$ cat src/hw/rtl/upd_pkg.sv
// Shared constants, types and character helpers for the URL percent decoder.
package upd_pkg;

  localparam logic [7:0] CHAR_PCT   = 8'h25;
  localparam logic [7:0] CHAR_PLUS  = 8'h2B;
  localparam logic [7:0] CHAR_SPACE = 8'h20;
  localparam logic [7:0] CHAR_0     = 8'h30;
  localparam logic [7:0] CHAR_9     = 8'h39;
  localparam logic [7:0] CHAR_LA    = 8'h61;
  localparam logic [7:0] CHAR_LF    = 8'h66;
  localparam logic [7:0] CHAR_UA    = 8'h41;
  localparam logic [7:0] CHAR_UF    = 8'h46;

  // Most results that one request can cause.
  localparam int MAX_RESULTS = 3;
  localparam int CNT_W       = 2;

  // Entries in the queue between classifier and serialiser; a power of two.
  localparam int QUEUE_DEPTH = 2;
  localparam int QPTR_W      = $clog2(QUEUE_DEPTH);
  localparam int QCNT_W      = $clog2(QUEUE_DEPTH + 1);

  // Held characters: none, a '%', or a '%' and one hex digit.
  localparam logic [1:0] HELD_NONE  = 2'd0;
  localparam logic [1:0] HELD_PCT   = 2'd1;
  localparam logic [1:0] HELD_DIGIT = 2'd2;

  // All the results caused by one request, oldest in slot zero.
  typedef struct packed {
    logic [CNT_W-1:0]                  cnt;
    logic [MAX_RESULTS-1:0][7:0]       bytes;
    logic                              str_end;
  } upd_entry_t;

  function automatic logic is_hex(input logic [7:0] c);
    return ((c >= CHAR_0) && (c <= CHAR_9)) || ((c >= CHAR_LA) && (c <= CHAR_LF)) ||
           ((c >= CHAR_UA) && (c <= CHAR_UF));
  endfunction

  function automatic logic [3:0] hex_val(input logic [7:0] c);
    logic [7:0] v;
    v = 8'd0;
    if ((c >= CHAR_0) && (c <= CHAR_9)) begin
      v = c - CHAR_0;
    end else if ((c >= CHAR_LA) && (c <= CHAR_LF)) begin
      v = c - CHAR_LA + 8'd10;
    end else if ((c >= CHAR_UA) && (c <= CHAR_UF)) begin
      v = c - CHAR_UA + 8'd10;
    end
    return v[3:0];
  endfunction

endpackage

$ cat src/hw/rtl/upd_ifs.sv
// Valid/ready channel interfaces for the decoder's input and result streams.
interface upd_in_if;
  logic       valid;
  logic       ready;
  logic [7:0] in_byte;
  logic       in_last;
  modport source (output valid, in_byte, in_last, input ready);
  modport sink   (input valid, in_byte, in_last, output ready);
endinterface

interface upd_out_if;
  logic       valid;
  logic       ready;
  logic [7:0] out_byte;
  logic       run_last;
  logic       string_end;
  modport source (output valid, out_byte, run_last, string_end, input ready);
  modport sink   (input valid, out_byte, run_last, string_end, output ready);
endinterface

$ cat src/hw/rtl/url_percent_decoder_top.sv
// Top level of the URL percent decoder: classifier, queue and serialiser.
//
//  Channel | Direction | Payload                          | Handshake
//  in_ch   | sink      | in_byte[7:0], in_last            | valid/ready
//  out_ch  | source    | out_byte[7:0], run_last, string_end | valid/ready
//
// One request is classified in the cycle it is accepted; the serialiser then
// emits one decoded byte per cycle while the output is not stalled, so a
// request yields as many bytes as the results it causes, at most three. A
// request that only holds characters emits nothing. Results pass through the
// queue and then the output register. Reset is synchronous and active low;
// it clears the held state, the queue and the output valid flag. Input ready
// falls only when the two-entry queue is full, which happens when
// multi-result requests or output stalls outpace the serialiser.
module url_percent_decoder_top (
  input  logic      clk,
  input  logic      rst_n,
  upd_in_if.sink    in_ch,
  upd_out_if.source out_ch
);
  import upd_pkg::*;

  upd_entry_t q_wdata;
  upd_entry_t q_rdata;
  logic       q_push;
  logic       q_pop;
  logic       q_full;
  logic       q_empty;

  upd_front u_front (
    .clk     (clk),
    .rst_n   (rst_n),
    .in_ch   (in_ch),
    .q_full  (q_full),
    .q_push  (q_push),
    .q_wdata (q_wdata)
  );

  upd_queue u_queue (
    .clk   (clk),
    .rst_n (rst_n),
    .push  (q_push),
    .wdata (q_wdata),
    .pop   (q_pop),
    .rdata (q_rdata),
    .full  (q_full),
    .empty (q_empty)
  );

  upd_back u_back (
    .clk     (clk),
    .rst_n   (rst_n),
    .q_rdata (q_rdata),
    .q_empty (q_empty),
    .q_pop   (q_pop),
    .out_ch  (out_ch)
  );

endmodule

$ cat src/hw/rtl/upd_front.sv
// Classifier: accepts encoded characters and turns each into a bundle of results.
module upd_front (
  input  logic                clk,
  input  logic                rst_n,
  upd_in_if.sink              in_ch,
  input  logic                q_full,
  output logic                q_push,
  output upd_pkg::upd_entry_t q_wdata
);
  import upd_pkg::*;

  logic [1:0] held_r, held_nxt;
  logic [7:0] digit_r, digit_nxt;
  logic       accept;

  logic [CNT_W-1:0]            n;
  logic [MAX_RESULTS-1:0][7:0] slot;
  logic                        take_plain;
  logic                        b_hex;
  logic [7:0]                  b;
  logic [7:0]                  plain_byte;

  assign in_ch.ready = !q_full;
  assign accept      = in_ch.valid && in_ch.ready;
  assign b           = in_ch.in_byte;
  assign b_hex       = is_hex(b);
  assign plain_byte  = (b == CHAR_PLUS) ? CHAR_SPACE : b;

  always_comb begin
    n          = '0;
    slot       = '0;
    take_plain = 1'b0;
    held_nxt   = held_r;
    digit_nxt  = digit_r;

    unique case (held_r)
      HELD_NONE: begin
        take_plain = 1'b1;
      end
      HELD_PCT: begin
        if (b_hex) begin
          held_nxt  = HELD_DIGIT;
          digit_nxt = b;
        end else begin
          held_nxt   = HELD_NONE;
          slot[n]    = CHAR_PCT;
          n          = n + 1'b1;
          take_plain = 1'b1;
        end
      end
      default: begin
        // A held count of three cannot arise; it behaves like two.
        held_nxt  = HELD_NONE;
        digit_nxt = 8'd0;
        if (b_hex && is_hex(digit_r)) begin
          slot[n] = {hex_val(digit_r), hex_val(b)};
          n       = n + 1'b1;
        end else begin
          slot[n]    = CHAR_PCT;
          n          = n + 1'b1;
          slot[n]    = digit_r;
          n          = n + 1'b1;
          take_plain = 1'b1;
        end
      end
    endcase

    if (take_plain) begin
      if (b == CHAR_PCT) begin
        held_nxt = HELD_PCT;
      end else if (n < CNT_W'(MAX_RESULTS)) begin
        slot[n] = plain_byte;
        n       = n + 1'b1;
      end
    end

    // At string end whatever is still held goes out literally.
    if (in_ch.in_last) begin
      if ((held_nxt != HELD_NONE) && (n < CNT_W'(MAX_RESULTS))) begin
        slot[n] = CHAR_PCT;
        n       = n + 1'b1;
      end
      if ((held_nxt[1]) && (n < CNT_W'(MAX_RESULTS))) begin
        slot[n] = digit_nxt;
        n       = n + 1'b1;
      end
      held_nxt  = HELD_NONE;
      digit_nxt = 8'd0;
    end
  end

  assign q_push          = accept && (n != '0);
  assign q_wdata.cnt     = n;
  assign q_wdata.bytes   = slot;
  assign q_wdata.str_end = in_ch.in_last;

  always_ff @(posedge clk) begin
    if (!rst_n) begin
      held_r  <= HELD_NONE;
      digit_r <= 8'd0;
    end else if (accept) begin
      held_r  <= held_nxt;
      digit_r <= digit_nxt;
    end
  end

endmodule

$ cat src/hw/rtl/upd_queue.sv
// Short queue of result bundles between the classifier and the serialiser.
module upd_queue (
  input  logic                clk,
  input  logic                rst_n,
  input  logic                push,
  input  upd_pkg::upd_entry_t wdata,
  input  logic                pop,
  output upd_pkg::upd_entry_t rdata,
  output logic                full,
  output logic                empty
);
  import upd_pkg::*;

  upd_entry_t        mem_r [QUEUE_DEPTH];
  logic [QPTR_W-1:0] wr_ptr_r, rd_ptr_r;
  logic [QCNT_W-1:0] count_r;
  logic              do_push, do_pop;

  assign full    = (count_r == QCNT_W'(QUEUE_DEPTH));
  assign empty   = (count_r == '0);
  assign do_push = push && !full;
  assign do_pop  = pop && !empty;
  assign rdata   = mem_r[rd_ptr_r];

  always_ff @(posedge clk) begin
    if (do_push) begin
      mem_r[wr_ptr_r] <= wdata;
    end
  end

  always_ff @(posedge clk) begin
    if (!rst_n) begin
      wr_ptr_r <= '0;
      rd_ptr_r <= '0;
      count_r  <= '0;
    end else begin
      if (do_push) begin
        wr_ptr_r <= wr_ptr_r + 1'b1;
      end
      if (do_pop) begin
        rd_ptr_r <= rd_ptr_r + 1'b1;
      end
      unique case ({do_push, do_pop})
        2'b10:   count_r <= count_r + 1'b1;
        2'b01:   count_r <= count_r - 1'b1;
        default: count_r <= count_r;
      endcase
    end
  end

endmodule

$ cat src/hw/rtl/upd_back.sv
// Serialiser: head bundle to output register, one result per cycle unless stalled.
module upd_back (
  input  logic                clk,
  input  logic                rst_n,
  input  upd_pkg::upd_entry_t q_rdata,
  input  logic                q_empty,
  output logic                q_pop,
  upd_out_if.source           out_ch
);
  import upd_pkg::*;

  logic [CNT_W-1:0] idx_r, idx_nxt;
  logic             valid_r, valid_nxt;
  logic [7:0]       byte_r, byte_nxt;
  logic             run_last_r, run_last_nxt;
  logic             str_end_r, str_end_nxt;
  logic             load;
  logic             at_end;

  // The output register may be refilled when it is empty or being taken.
  assign load   = !valid_r || out_ch.ready;
  assign at_end = (idx_r == (q_rdata.cnt - 1'b1));
  assign q_pop  = load && !q_empty && at_end;

  always_comb begin
    idx_nxt      = idx_r;
    valid_nxt    = valid_r;
    byte_nxt     = byte_r;
    run_last_nxt = run_last_r;
    str_end_nxt  = str_end_r;
    if (load) begin
      valid_nxt = !q_empty;
      if (!q_empty) begin
        byte_nxt     = q_rdata.bytes[idx_r];
        run_last_nxt = at_end;
        str_end_nxt  = at_end && q_rdata.str_end;
        idx_nxt      = at_end ? '0 : idx_r + 1'b1;
      end
    end
  end

  always_ff @(posedge clk) begin
    if (!rst_n) begin
      idx_r   <= '0;
      valid_r <= 1'b0;
    end else begin
      idx_r   <= idx_nxt;
      valid_r <= valid_nxt;
    end
  end

  always_ff @(posedge clk) begin
    byte_r     <= byte_nxt;
    run_last_r <= run_last_nxt;
    str_end_r  <= str_end_nxt;
  end

  assign out_ch.valid      = valid_r;
  assign out_ch.out_byte   = byte_r;
  assign out_ch.run_last   = run_last_r;
  assign out_ch.string_end = str_end_r;

endmodule

$ cat src/flat_wrapper.sv
// flat-port wrapper written by rule: the top's interface ports become plain ports
module url_percent_decoder_top_flat import upd_pkg::*;
  (clk, rst_n, in_ch_valid, in_ch_in_byte, in_ch_in_last, in_ch_ready, out_ch_valid, out_ch_out_byte, out_ch_run_last, out_ch_string_end, out_ch_ready);
  upd_in_if in_ch_i ();
  upd_out_if out_ch_i ();
  input  logic clk;
  input  logic rst_n;
  input wire logic [$bits(in_ch_i.valid)-1:0] in_ch_valid;
  input wire logic [$bits(in_ch_i.in_byte)-1:0] in_ch_in_byte;
  input wire logic [$bits(in_ch_i.in_last)-1:0] in_ch_in_last;
  output wire logic [$bits(in_ch_i.ready)-1:0] in_ch_ready;
  output wire logic [$bits(out_ch_i.valid)-1:0] out_ch_valid;
  output wire logic [$bits(out_ch_i.out_byte)-1:0] out_ch_out_byte;
  output wire logic [$bits(out_ch_i.run_last)-1:0] out_ch_run_last;
  output wire logic [$bits(out_ch_i.string_end)-1:0] out_ch_string_end;
  input wire logic [$bits(out_ch_i.ready)-1:0] out_ch_ready;
  assign in_ch_i.valid = in_ch_valid;
  assign in_ch_i.in_byte = in_ch_in_byte;
  assign in_ch_i.in_last = in_ch_in_last;
  assign in_ch_ready = in_ch_i.ready;
  assign out_ch_valid = out_ch_i.valid;
  assign out_ch_out_byte = out_ch_i.out_byte;
  assign out_ch_run_last = out_ch_i.run_last;
  assign out_ch_string_end = out_ch_i.string_end;
  assign out_ch_i.ready = out_ch_ready;
  url_percent_decoder_top u_core (.clk(clk), .rst_n(rst_n), .in_ch(in_ch_i), .out_ch(out_ch_i));
endmodule
$ cat config.mk
export PLATFORM = sky130hd
export DESIGN_NAME = url_percent_decoder_top_flat
export DESIGN_NICKNAME = d
export VERILOG_FILES = /design/src/hw/rtl/upd_pkg.sv /design/src/hw/rtl/upd_ifs.sv /design/src/hw/rtl/url_percent_decoder_top.sv /design/src/hw/rtl/upd_front.sv /design/src/hw/rtl/upd_queue.sv /design/src/hw/rtl/upd_back.sv /design/src/flat_wrapper.sv
export SDC_FILE = /design/constraint.sdc
export NUM_CORES = 1
export LEC_CHECK = 0
export BUFFER_PORTS_ARGS = -buffer_cell sky130_fd_sc_hd__buf_2
export CAP_MARGIN = 30
export CELL_PAD_IN_SITES_DETAIL_PLACEMENT = 1
export CELL_PAD_IN_SITES_GLOBAL_PLACEMENT = 2
export CORE_ASPECT_RATIO = 1.25
export CORE_MARGIN = 1.5
export CORE_UTILIZATION = 43
export CTS_BUF_LIST = sky130_fd_sc_hd__clkbuf_8
export CTS_CLUSTER_DIAMETER = 30
export DETAILED_ROUTE_END_ITERATION = 7
export PLACE_DENSITY_LB_ADDON = 0.1
export SLEW_MARGIN = 20
export SYNTH_ARGS = -nofsm -noshare
export SYNTH_HDL_FRONTEND = slang
export SYNTH_SLANG_ARGS = --single-unit
export TNS_END_PERCENT = 20
$ cat constraint.sdc
create_clock -name clk -period 7.2 [get_ports clk]
set_input_delay 1.08 -clock clk [delete_from_list [all_inputs] [get_ports clk]]
set_output_delay 1.08 -clock clk [all_outputs]
set_load 0.03 [all_outputs]
==> out/metrics.cfg <==
[floorplanning]
dieArea_mm2 = 0.01111
die_y_um = 117.5
initial_core_util = 0.4437
rows = 41
ioPinCount = 25
core_mm2 = 0.01016
fp.dieW_um = 94.57

[power]
p_switching_mw = 0.5012
p_int_mw = 1.016
powerDensity_mw_per_mm2 = 303.9
p_leak_nw = 1.860
swShare = 0.3304
p_clk_frac = 0.247
ir_drop_mv = 0.1437
power_frac_comb = 0.299
pwr-share-seq = 0.453

[timing]
rsz0062_at_grt = no
fin_crit_sh = 0.7851
hold_violations = 0
fin_setup_tns_ns = 0
max_freq_mhz = 176.9
skew_ns = 0.01960
finalSetupViolCount = 0
worst_slew_pin_slew_ns = 0.7871
setup_ws_ns = 1.547
post-route-min-period_ns = 5.653
slew_headroom = 0.4686
maxSlewViolCount = 0

[routing]
first_iter_violations = 142
wl_per_cell_um = 21.13
vias = 3144
via_per_inst = 5.737
wirelength_um = 11580
antenna_left = 0
first_pass_iters = 4
drcViolationCount = 0

[layout]
syn2layout_area_growth_pct = 10.80
layout_commonest_cell = edfxtp_1
nFillCells = 1087
ff_latch_area_mm2 = 0.002282
antenna_cells = 0
multiInputGateArea_mm2 = 0.002102
final_cell_mix = 64 x edfxtp_1, 42 x nand2_1, 24 x buf_2
fin_cells = 548
drive_gt1_frac = 0.1838
nNetsFinal = 444

[logic_synthesis]
synth-edff-count = 64
yosysWarnings = 0
synth-main-ff-cell = edfxtp_1
synth-seq-cells = 82
yosysUniqueCellTypes = 69
syn_area_mm2 = 0.004507
syn_area_per_cell_um2 = 11.62
syn-num-nets = 418
seq_area_frac_synth = 0.5064
syn_inst = 388
synthArstFlopShare = 0

[cts]
htreeDepth = 3
ctsLongestPathBuffers = 2
cts_resized = 0
cts_buffers = 9
insertion_delay_ns = 0.37
cts_setup_buffers = 0
clock-root-buffer = clkbuf_8
clk_pin_slew_ns = 0.09
cts_tree = yes
hold_buffers = 0
cts_num_sinks = 82

[place]
io_buffers = 24
placed_cells = 531
dp_hpwl_um = 8822
gp_congestion = 0.8876
place_ws_ns = 1.152

[min_path]
whs_endpoint = u_core.u_front.digit_r[7]
min_path_cells = 2
min_path_type = reg2reg
min-delay-start = u_core.u_front.digit_r[7]

[setup_path]
crit_path_end_kind = register
worst_ep_required_time_ns = 7.50
crit_type = in2reg
timing.rr.start = u_core.u_front.digit_r[1]
reg2regPathDepth = 17
critical_path.reg2reg.endpoint = u_core.u_queue.count_r[1]
cp_max_fo = 9
cp-start-kind = primary input
crit_arrival_ns = 5.95
reg2reg_slack_ns = 1.82

[global_route]
grt_max_degree = 34
overflow = 0
grt_antenna_before_repair = 0
grt_pass1_vias = 3328
globalRouteTotalUtil = 0.2254
grt_pass1_wl_um = 18630

[status]
run_status = completed

[job]
maxCapViolCount = 0

critical path: stages:
cell and delay, ns:
buf_2 0.16, inv_1 0.10, ha_1 0.25, o21ba_2 0.27, o21ai_4 0.32, a41oi_1 0.21, or2_2 0.36, inv_1 0.13
ha_1 0.19, o21bai_1 0.25, mux2_2 0.41, ha_1 0.19, nand2b_1 0.19, a211oi_4 0.31, nor4_2 0.10, o41ai_2 0.55
ha_1 0.36, or3_1 0.38, a21oi_1 0.14
logic make-up (layout without fill, tap and decap cells):
kind of cell,count (synthesis),in the layout,synth area share
and+or+nand+nor,127,127,0.1516
AOI/OAI and AO/OA,87,87,0.1488
DFF,82,82,0.5064
muxes,32,32,0.09439
buffers and inverters,31,62,0.02832
adders and majority gates,17,17,0.04720
xor gates and xnor gates,12,12,0.02332
registers in the layout, indices dropped and copies added (netlist names), named ones only:
register,count
u_core.u_queue.count_r,2
u_core.u_back.out_ch.string_end,1
u_core.u_back.out_ch.run_last,1
u_core.u_front.held_r,2
u_core.u_queue.rd_ptr_r,1
u_core.u_back.out_ch.out_byte,8
u_core.u_queue.wr_ptr_r,1
u_core.u_front.digit_r,8
u_core.u_back.idx_r,2
u_core.u_back.out_ch.valid,1
u_core.u_queue.mem_r,54
through the flow:
| step | util | hold slack (ns) | instance area [um^2] | total power [mW] |
|---|---|---|---|---|
| 3_3_place_gp | 0.4686 | 0.4864 | 4760 | 1.139 |
| 3_5_place_dp | 0.4686 | 0.4938 | 4760 | 1.162 |
| 5_1_grt | 0.4916 | 0.5498 | 4994 | 1.606 |
| 2_1_floorplan | - | 0.4375 | 4507 | 1.033 |
| 4_1_cts | 0.4909 | 0.5107 | 4986 | 1.536 |
| 6_report | 0.4916 | 0.5204 | 4994 | 1.517 |
area by class of cell:
type / instances / share of cell area
Sequential cell: 82 / 0.4570
Clock inverter: 6 / 0.01779
Tap cell: 129 / 0.03232
Clock buffer: 10 / 0.02756
Timing Repair Buffer: 29 / 0.03157
Multi-Input combinational cell: 275 / 0.4209
Inverter: 17 / 0.01278
cell usage after synthesis (3+ instances only):
cell type / n / share of area
clkbuf_1: 8 / 0.0067
xor2_1: 3 / 0.0058
ha_1: 17 / 0.047
nand3b_1: 3 / 0.0050
or2_1: 4 / 0.0056
o221ai_1: 4 / 0.0078
nor3_1: 8 / 0.0089
mux2_2: 4 / 0.010
o22ai_1: 5 / 0.0069
o21bai_1: 3 / 0.0050
nand2b_1: 6 / 0.0083
nand2_1: 42 / 0.035
a21oi_1: 14 / 0.016
a22oi_1: 4 / 0.0067
o21a_1: 5 / 0.0083
edfxtp_1: 64 / 0.43
mux4_2: 8 / 0.040
nand4_1: 3 / 0.0042
nand3_1: 4 / 0.0044
xnor2_1: 9 / 0.017
mux2i_1: 20 / 0.044
inv_1: 16 / 0.013
o21ai_0: 19 / 0.021
and2_1: 5 / 0.0069
nor2_1: 25 / 0.021
dfxtp_1: 18 / 0.080
a31oi_1: 4 / 0.0056
buf_2: 3 / 0.0033
nor2b_1: 4 / 0.0056
or3_1: 7 / 0.0097
power by group through the flow:
stage	Combinational (mW)	Sequential (mW)	Clock, mW
finish	0.454	0.688	0.375
global route	0.504	0.702	0.400
CTS	0.462	0.690	0.384
detailed placement	0.461	0.701	0
global placement	0.446	0.692	0
floorplan	0.281	0.752	0
layer usage:
layer  GRT usage  part of all wire  vias to the layer above
li1            -                 -                     1503
met1      0.2873              0.44                     1567
met2      0.3683              0.50                       52
met3     0.03488             0.023                       22
met4      0.1101             0.037                        0
met5           0                 0                        -
worst max-delay path by stage:
stage / startpoint / end / slack, ns / depth (start not counted)
global placement: in_ch_in_byte[1] / u_core.u_queue.count_r[1] / 1.30 / 18
floorplan: in_ch_in_byte[1] / u_core.u_queue.mem_r[0][0] / 1.60 / 15
CTS: in_ch_in_byte[1] / u_core.u_queue.count_r[1] / 1.52 / 18
detailed placement: in_ch_in_byte[1] / u_core.u_queue.count_r[1] / 1.15 / 18
global route: in_ch_in_byte[1] / u_core.u_queue.count_r[1] / 1.19 / 18
finish: in_ch_in_byte[1] / u_core.u_queue.count_r[1] / 1.55 / 19
(Power assumes the default switching activity.)
